### src/rtl/core/chkt_pkg.sv
// Shared types and codes for the chained hash key table.
package chkt_pkg;

  typedef enum logic [1:0] {
    ACT_INSERT = 2'd0,
    ACT_LOOKUP = 2'd1,
    ACT_REMOVE = 2'd2
  } act_t;

  typedef enum logic [1:0] {
    STS_OK   = 2'd0,
    STS_DUP  = 2'd1,
    STS_MISS = 2'd2,
    STS_FULL = 2'd3
  } sts_t;

  typedef enum logic [3:0] {
    ST_CLEAR,
    ST_IDLE,
    ST_HASH,
    ST_MOD,
    ST_BKT_RD,
    ST_BKT_WT,
    ST_KEY_RD,
    ST_KEY_CMP,
    ST_INS_RD,
    ST_INS_W1,
    ST_INS_W2,
    ST_RM_W1,
    ST_RM_W2,
    ST_RESP
  } state_t;

  localparam int unsigned KEY_W  = 64;
  localparam int unsigned VAL_W  = 64;
  localparam int unsigned IDX_W  = 16;
  localparam int unsigned STEP_W = 4;
  localparam int unsigned ADDR_W = 3;
  localparam int unsigned DATA_W = 32;
  localparam int unsigned SHIFT_W = 4;
  localparam logic [SHIFT_W-1:0] SHIFT_RST = 4'd8;
  localparam logic [ADDR_W-1:0] REG_SHIFT = 3'd0;

  typedef struct packed {
    logic load_req;
    logic load_idx;
    logic mod_step;
    logic bkt_rd;
    logic load_head;
    logic ent_rd;
    logic advance;
    logic free_rd;
    logic ins_w1;
    logic ins_w2;
    logic rm_w1;
    logic rm_w2;
    logic clr_step;
    logic out_load;
    sts_t code;
  } cmd_t;

  typedef struct packed {
    logic [1:0] act;
    logic       free_nil;
    logic       idx_big;
    logic       mod_last;
    logic       cur_nil;
    logic       key_match;
    logic       tail_nil;
    logic       p_nil;
    logic       clr_last;
    logic       out_busy;
  } stat_t;

endpackage

### src/rtl/core/chkt_ctrl.sv
// Request sequencer for the chained hash key table.
module chkt_ctrl (
  input  logic           clk,
  input  logic           rst_n,
  input  logic           in_valid,
  input  chkt_pkg::stat_t st,
  output chkt_pkg::cmd_t cmd,
  output logic           in_stall
);
  import chkt_pkg::*;

  state_t state_r, state_nxt;
  sts_t   code_r, code_nxt;

  always_ff @(posedge clk) begin
    if (!rst_n) begin
      state_r <= ST_CLEAR;
      code_r  <= STS_MISS;
    end else begin
      state_r <= state_nxt;
      code_r  <= code_nxt;
    end
  end

  always_comb begin
    state_nxt = state_r;
    code_nxt  = code_r;
    cmd       = '0;
    cmd.code  = code_r;
    in_stall  = 1'b1;
    case (state_r)
      ST_CLEAR: begin
        cmd.clr_step = 1'b1;
        if (st.clr_last) state_nxt = ST_IDLE;
      end
      ST_IDLE: begin
        in_stall = 1'b0;
        if (in_valid) begin
          cmd.load_req = 1'b1;
          state_nxt    = ST_HASH;
        end
      end
      ST_HASH: begin
        cmd.load_idx = 1'b1;
        if (st.act == ACT_INSERT && st.free_nil) begin
          code_nxt  = STS_FULL;
          state_nxt = ST_RESP;
        end else if (st.act != ACT_INSERT && st.act != ACT_LOOKUP &&
                     st.act != ACT_REMOVE) begin
          code_nxt  = STS_MISS;
          state_nxt = ST_RESP;
        end else begin
          state_nxt = ST_MOD;
        end
      end
      ST_MOD: begin
        if (!st.idx_big) begin
          state_nxt = ST_BKT_RD;
        end else begin
          cmd.mod_step = 1'b1;
          if (st.mod_last) state_nxt = ST_BKT_RD;
        end
      end
      ST_BKT_RD: begin
        cmd.bkt_rd = 1'b1;
        state_nxt  = ST_BKT_WT;
      end
      ST_BKT_WT: begin
        cmd.load_head = 1'b1;
        state_nxt     = ST_KEY_RD;
      end
      ST_KEY_RD: begin
        if (st.cur_nil) begin
          if (st.act == ACT_INSERT) begin
            state_nxt = ST_INS_RD;
          end else begin
            code_nxt  = STS_MISS;
            state_nxt = ST_RESP;
          end
        end else begin
          cmd.ent_rd = 1'b1;
          state_nxt  = ST_KEY_CMP;
        end
      end
      ST_KEY_CMP: begin
        if (st.key_match) begin
          if (st.act == ACT_INSERT) begin
            code_nxt  = STS_DUP;
            state_nxt = ST_RESP;
          end else if (st.act == ACT_LOOKUP) begin
            code_nxt  = STS_OK;
            state_nxt = ST_RESP;
          end else begin
            state_nxt = ST_RM_W1;
          end
        end else begin
          cmd.advance = 1'b1;
          state_nxt   = ST_KEY_RD;
        end
      end
      ST_INS_RD: begin
        cmd.free_rd = 1'b1;
        state_nxt   = ST_INS_W1;
      end
      ST_INS_W1: begin
        cmd.ins_w1 = 1'b1;
        code_nxt   = STS_OK;
        state_nxt  = st.tail_nil ? ST_RESP : ST_INS_W2;
      end
      ST_INS_W2: begin
        cmd.ins_w2 = 1'b1;
        state_nxt  = ST_RESP;
      end
      ST_RM_W1: begin
        cmd.rm_w1 = 1'b1;
        code_nxt  = STS_OK;
        state_nxt = st.p_nil ? ST_RESP : ST_RM_W2;
      end
      ST_RM_W2: begin
        cmd.rm_w2 = 1'b1;
        state_nxt = ST_RESP;
      end
      ST_RESP: begin
        if (!st.out_busy) begin
          cmd.out_load = 1'b1;
          state_nxt    = ST_IDLE;
        end
      end
      default: begin
        state_nxt = ST_IDLE;
      end
    endcase
  end

endmodule

### config.mk
export PLATFORM = sky130hd
export DESIGN_NAME = chkt_ctrl
export DESIGN_NICKNAME = d
export VERILOG_FILES = /design/src/rtl/core/chkt_pkg.sv /design/src/rtl/core/chkt_ctrl.sv
export SDC_FILE = /design/constraint.sdc
export NUM_CORES = 1
export LEC_CHECK = 0
export ABC_CLOCK_PERIOD_IN_PS = 1900
export BUFFER_PORTS_ARGS = -buffer_cell sky130_fd_sc_hd__buf_2
export CAP_MARGIN = 10
export CORE_UTILIZATION = 46
export CTS_CLUSTER_SIZE = 16
export DETAILED_ROUTE_END_ITERATION = 6
export PLACE_DENSITY = 0.79
export SKIP_LAST_GASP = 1
export SLEW_MARGIN = 20
export SYNTH_ARGS = -nofsm -noshare
export SYNTH_HDL_FRONTEND = slang
export SYNTH_SLANG_ARGS = --single-unit
export TNS_END_PERCENT = 5
### constraint.sdc
create_clock -name clk -period 1.9 [get_ports clk]
set_input_delay 0 -clock clk [delete_from_list [all_inputs] [get_ports clk]]
set_output_delay 0 -clock clk [all_outputs]
set_load 0.05 [all_outputs]
==> results of run 1 <==
==> sequential cells by signal, summed over array words and instances, names as in the netlist <==
signal,flops
state_r,4
code_r,2
==> cells in the mapped netlist, drive strengths merged <==
master | n | area (sq um)
and4b | 1 | 10.0
mux2 | 1 | 11.3
a311o | 1 | 10.0
nand2b | 7 | 43.8
a221oi | 2 | 23.8
a32oi | 1 | 8.76
mux2i | 4 | 40.0
nor3 | 5 | 30.0
and4bb | 1 | 12.5
a211o | 1 | 8.76
a21o | 1 | 7.51
inv | 5 | 18.8
nand2 | 8 | 30.0
a31oi | 3 | 18.8
a22o | 1 | 8.76
nor2 | 9 | 33.8
a21oi | 5 | 25.0
nor2b | 7 | 43.8
and3b | 1 | 8.76
nand4 | 1 | 6.26
nor4 | 1 | 6.26
and2 | 2 | 12.5
a41oi | 1 | 8.76
o211a | 1 | 10.0
dfxtp | 6 | 120
and3 | 2 | 12.5
buf | 8 | 51.3
a2111oi | 1 | 8.76
o32a | 1 | 10.0
o21ai | 9 | 45.0
a22oi | 1 | 7.51
nand3 | 1 | 5.00
a311oi | 2 | 30.0
a21boi | 1 | 7.51
==> layout by cell type (no fill, tap or decap), drive strengths merged, types with 2 or more instances in the layout <==
cell type  synthesis  layout
a311oi             2       2
a21oi              5       5
buf                8      36
clkbuf             0       3
nand2b             7       7
and2               2       2
o21ai              9       9
a221oi             2       2
nor3               5       5
inv                5       5
nor2b              7       7
nor2               9       9
nand2              8       8
a31oi              3       3
mux2i              4       4
and3               2       2
dfxtp              6       6
==> power by group through the flow <==
stage | Combinational, W | Sequential [W] | Clock, W
floorplan | 0.000142 | 0.000140 | 0
global placement | 0.000180 | 0.000151 | 0
detailed placement | 0.000185 | 0.000150 | 0
CTS | 0.000185 | 0.000148 | 0.000126
global route | 0.000201 | 0.000150 | 0.000141
finish | 0.000187 | 0.000148 | 0.000125
==> through the flow <==
step	utilization, %	area, sq um	hold WS (ns)
after floorplan	-	742	0.103
after global placement	60.1	906	0.278
after detailed placement	60.1	906	0.294
after CTS	61.6	928	0.0314
after global routing	61.7	930	0.0633
final	61.7	930	0.0274
==> path summary, 6_finish.rpt <==
kind / end / slack, ns / startpoint / cells after the start
setup / recovery: cmd[2] / 0.20 / state_r[2]$_SDFFE_PN0P_ / 4
setup reg to reg: state_r[2]$_SDFFE_PN0P_ / 0.20 / state_r[2]$_SDFFE_PN0P_ / 4
hold reg to reg: code_r[0]$_SDFFE_PN0P_ / 0.46 / code_r[0]$_SDFFE_PN0P_ / 2
hold / removal: state_r[1]$_SDFFE_PN0P_ / 0.03 / st[6] / 4
==> critical path, stage by stage (launching register included) <==
cell and delay [ns]:
dfxtp_1 0.58, buf_4 0.21, nand2b_1 0.14, nor3_1 0.22, buf_2 0.30
==> routing by layer <==
metal / up-vias / routed length, microns / GRT usage, %
li1: 442 / - / -
met1: 411 / 895 / 31.6
met2: 46 / 1030 / 42.2
met3: 2 / 174 / 6.03
met4: 0 / 18 / 12.3
met5: - / 0 / 0
==> cell families (layout without fill, tap and decap cells) <==
| logic type | after synthesis | after routing | synth area share (%) |
|---|---|---|---|
| simple gates | 46 | 46 | 34.7 |
| compound gates | 32 | 32 | 32.5 |
| buf+inv | 13 | 44 | 9.52 |
| flops | 6 | 6 | 16.3 |
| mux | 5 | 5 | 6.97 |
==> final cells by class <==
type	count	area (sq um)	area share, %
clock buffers	3	22.5	2.42
multi-input cells	83	552	59.4
well taps	16	20.0	2.15
flip-flops and latches	6	121	13.1
repair buffers	36	195	21.0
inverters	5	18.8	2.02
==> reports/metrics.cfg, run 1 <==
[run_status]
outcome=completed

[final_layout]
areaGrowthSynthToFinish_pct=26.4
nets=149
fillerInstances=142
final_layout_size_suffix_gt1_share_pct=34.6
layout.cells.non_filler=149
num_antenna_cells=0

[die]
initial_utilization_pct=48.8
die_x_microns=42.0
die-area_sq_um=1760
io_pins=31
chipHeight_microns=42.0
core_sq_um=1510
row_count=14

[clock_tree]
cts_max_path_buffers=2
cts_tree=yes
clk_latency_ns=0.25
postCtsSetupBuffers=0
clk_pin_slew_ns=0.05
root_buffer=clkbuf_4
cts_resized=0
cts_htree_levels=1
cts_num_sinks=6
postCtsHoldBufs=0
cts_made_buffers=3

[global_route]
grt_max_degree=18
grt_usage_pct=25.7
grt_pass1_wl_microns=3440
antenna_found_initial=0
gr-total-overflow=0
grt_pass1_vias=788

[logic_synthesis]
synthCells=102
netlist_area_sq_um=736
synth-seq-area-share_pct=16.3
synth_nets=116
ys_types=39
postSynthAreaPerCell_sq_um=7.21
ys_warn_count=0
synth-seq-cells=6

[power_and_ir_drop]
p_leak_nw=0.436
power_frac_seq_pct=32.3
comb_power_share_pct=40.6
sw_frac_of_total_pct=41.0
irDropWorstVdd_uv=386
intPower_w=0.000272
power_per_cell_area_nw_per_um2=495
p_sw_w=0.000189
power_w=0.000460
clkPwrFrac_pct=27.1

[placed_design]
dp.cells=146
port_buffers=30
hpwl_microns=1640
gp_congestion=0.971
pre_cts_ws_ns=0.231

[sta]
fin_crit_sh_pct=89.7
worst_slack_ns=0.196
rsz0062_at_grt=no
slew_viol_final=0
fmaxAchievable_mhz=587
tns_ns=0
period_minus_slack_ns=1.70
setup_viol=0
tightest_slew_ns=0.601
fin_skew_ns=0.00142
slew_headroom_pct=58.9
report.final.hold_viol_count=0

[routing]
wl_microns=2120
drt_pass1_iterations=4
num_vias=901
drtIter0Drc=56
vias_per_cell=6.05
ant_nets=0
route.detailed.drc=0
routedWlPerCell_microns=14.2

[worst_setup_path]
worst-path-max-fanout=14
critical_path_class=reg2out
cp.required_ns=1.90
crit_path_start_kind=register
worst_setup_path_end_kind=primary output
critPathArrivalTime_ns=1.70

[run]
maxCapViolCount=0

[worst_hold_path]
hold_class=in2reg

No activity file was read; power rests on OpenSTA's default activity.
==> run 2: changes to the inputs <==
Settings changed: ABC_AREA from default to 1, CORE_UTILIZATION 46 to 45, PLACE_DENSITY 0.79 to 0.8.
==> reports/metrics.cfg, run 2 <==
[run]
maxCapViolCount=0  ; unchanged

[clock_tree]
cts_resized=0  ; unchanged
cts_tree=yes
postCtsSetupBuffers=0  ; unchanged
cts_made_buffers=3  ; unchanged
clk_pin_slew_ns=0.05  ; about the same
clk_latency_ns=0.25  ; about the same
cts_max_path_buffers=2  ; unchanged
postCtsHoldBufs=1  ; +1
cts_num_sinks=6  ; unchanged
root_buffer=clkbuf_4
cts_htree_levels=1  ; unchanged

[global_route]
grt_max_degree=7  ; -11
met2_usage_pct=46.4  ; +4.2 points
grtUsageMet1_pct=32.8  ; +1.2 points
grt_pass1_vias=718  ; -8.9%
grt_usage_pct=26.9  ; +1.1 points
grt_use_met3_pct=2.22  ; -3.8 points
grt_pass1_wl_microns=2840  ; -17%
busiest_layer=met2
gr-total-overflow=0  ; unchanged
antenna_found_initial=0  ; unchanged

[final_layout]
final_cell_mix=nand2_1, buf_2, nor2_1, inv_1, a21oi_1
layout.cells.non_filler=182  ; +22%
nets=183  ; +23%
regMostFlops=state_r
fillerInstances=146  ; +2.8%
num_antenna_cells=0  ; unchanged
final_common_cell=nand2_1
multi_input_comb_area_sq_um=455  ; -17%
reg_top3=state_r x4, code_r x2
largest_reg_flops=4  ; unchanged
final_layout_size_suffix_gt1_share_pct=25.1  ; -9.4 points
regArea_sq_um=120  ; -1.0%
areaGrowthSynthToFinish_pct=30.6

[placed_design]
gp_congestion=0.870  ; -10%
pre_cts_ws_ns=0.439  ; +0.208 ns
port_buffers=30  ; unchanged
hpwl_microns=1600  ; -2.6%
dp.cells=178  ; +22%

[worst_hold_path]
whs_path_depth=4  ; unchanged
hold_start=st[6]
min_to=state_r[1]$_SDFFE_PN0P_
hold_class=in2reg

[routing]
drt_pass1_iterations=4  ; unchanged
route.detailed.drc=0  ; unchanged
num_vias=896  ; -0.55%
wl_microns=1900  ; -10%
ant_nets=0  ; unchanged
routedWlPerCell_microns=10.4  ; -27%
drtIter0Drc=30  ; -46%
vias_per_cell=4.92  ; -19%

[sta]
fin_skew_ns=0.00352  ; +0.00210 ns
setup_viol=0  ; unchanged
worst_slack_ns=0.280  ; +0.0837 ns
slew_viol_final=0  ; unchanged
rsz0062_at_grt=no
fin_crit_sh_pct=85.3  ; -4.4 points
period_minus_slack_ns=1.62  ; -0.0837 ns
slew_headroom_pct=78.9  ; +20 points
tns_ns=0  ; unchanged
fmaxAchievable_mhz=617  ; +5.2%
tightest_slew_ns=0.315  ; -0.285 ns
report.final.hold_viol_count=0  ; unchanged

[logic_synthesis]
synth_common_cells=nand2_1, nor2_1, inv_1, a21oi_1, nand3_1
synth-main-ff-cell=dfxtp_1
yosysTopAreaCellShare_pct=24.0  ; +7.6 points
synth-edff-count=0  ; unchanged
ys_warn_count=0  ; unchanged
synth-seq-cells=6  ; unchanged
ys_top_cells_by_area=nand2_1, dfxtp_1, nor2_1, inv_1, a21oi_1
synthCells=133  ; +30%
synth.largest_area_cell=nand2_1
netlist_area_sq_um=658  ; -11%
synth_nets=147  ; +27%
postSynthAreaPerCell_sq_um=4.95  ; -31%
synth.most_common_cell=nand2_1
synth-seq-area-share_pct=18.3  ; +1.9 points
ys_async_sr_fraction_pct=0  ; unchanged
ys_types=15  ; -62%

[die]
io_pins=31  ; unchanged
die_x_microns=40.2  ; -4.2%
initial_utilization_pct=49.3  ; +0.51 points
row_count=13  ; -1
chipHeight_microns=40.2  ; -4.2%
core_sq_um=1330  ; -11%
die-area_sq_um=1620  ; -8.2%

[worst_setup_path]
r2r_start=state_r[0]$_SDFFE_PN0P_
crit_chain=inv_1 > nor2_1 > nand2_1 > nor2_1 > buf_2
worst-path-max-fanout=6  ; -8
cpMostUsedCell=nor2_1
worst_setup_path_end_kind=primary output
crit_buf_inv=2  ; unchanged
crit_path_start_kind=register
critical_path_class=reg2out
critPathArrivalTime_ns=1.62  ; -0.08 ns
worstRegToRegCells=9  ; +5
path_delay_family=simple AND/OR/NAND/NOR gates
cp.required_ns=1.90  ; about the same
r2r_slack_ns=0.36  ; +0.16 ns
slowest_delay_ns=0.45  ; -0.13 ns
crit_cells=5  ; +1
cpMaxStageDelayCell=dfxtp_1
r2r_end=state_r[2]$_SDFFE_PN0P_

[power_and_ir_drop]
intPower_w=0.000327  ; +20%
sw_frac_of_total_pct=54.1  ; +13 points
irDropWorstVdd_uv=423  ; +9.7%
comb_power_share_pct=58.5  ; +18 points
power_frac_seq_pct=24.6  ; -7.7 points
power_per_cell_area_nw_per_um2=828  ; +67%
p_sw_w=0.000385  ; +100%
power_w=0.000712  ; +55%
clkPwrFrac_pct=17.0  ; -10 points
p_leak_nw=0.553  ; +27%

[run_status]
outcome=completed

-- run 2: cell types whose count changed after synthesis, sizes merged, moves of 7 or more --
| cell | before | now |
|---|---|---|
| nor2 | 9 | 34 |
| nor2b | 7 | 0 |
| inv | 5 | 22 |
| buf | 8 | 0 |
| nand2b | 7 | 0 |
| nand3 | 1 | 9 |
| nand2 | 8 | 44 |
-- run 2: how the worst max path moves through the flow --
| stage | startpoint | slack, ns | endpoint |
|---|---|---|---|
| after detailed placement | state_r[0]$_SDFFE_PN0P_ | 0.44 | state_r[2]$_SDFFE_PN0P_ |
| after global routing | state_r[0]$_SDFFE_PN0P_ | 0.15 | cmd[15] |
| after CTS | state_r[0]$_SDFFE_PN0P_ | 0.34 | cmd[15] |
| after floorplan | state_r[0]$_SDFFE_PN0P_ | 0.15 | cmd[15] |
| after global placement | state_r[0]$_SDFFE_PN0P_ | 0.42 | state_r[2]$_SDFFE_PN0P_ |
| final | state_r[0]$_SDFFE_PN0P_ | 0.28 | cmd[15] |
-- run 2: cell type report --
type | count | area share, %
clock buffers | 3 | 2.62
inverters | 22 | 9.61
multi-input cells | 105 | 53.0
flip-flops and latches | 6 | 14.0
well taps | 15 | 2.18
repair buffers | 31 | 18.6
-- run 2: worst register-to-register path, delay by kind of cell (launching register included) --
kind / cells / cell delay (ns)
simple gates: 6 / 0.74
flops: 1 / 0.45
buf+inv: 2 / 0.17
compound gates: 1 / 0.05
-- run 2: metrics by stage --
| stage | utilization [%] | hold WS [ns] | area [sq um] |
|---|---|---|---|
| after floorplan | - | 0.0841 | 658 |
| after global placement | 62.0 | 0.241 | 827 |
| after detailed placement | 62.0 | 0.247 | 827 |
| after CTS | 64.4 | 0.0739 | 860 |
| after global routing | 64.4 | 0.0943 | 860 |
| final | 64.4 | 0.0769 | 860 |
-- run 2: logic make-up (layout without fill, tap and decap cells) --
logic type	after synthesis	count (layout)	synth area share, %
flip-flops	6	6	18.3
AO/OA/AOI/OAI	15	15	11.8
AND/OR/NAND/NOR	90	90	57.4
buffers and inverters	22	56	12.5
-- run 2: routing by layer --
metal	up-vias	wire length (microns)
met2	37	954
li1	480	-
met3	2	117
met1	377	816
met5	-	0
met4	0	10
-- run 2: power by group through the flow --
stage / logic [W] / registers (W) / clock network, W
floorplan: 0.000292 / 0.000193 / 0
global placement: 0.000409 / 0.000173 / 0
detailed placement: 0.000414 / 0.000174 / 0
CTS: 0.000417 / 0.000172 / 0.000121
global route: 0.000459 / 0.000175 / 0.000135
finish: 0.000416 / 0.000175 / 0.000121
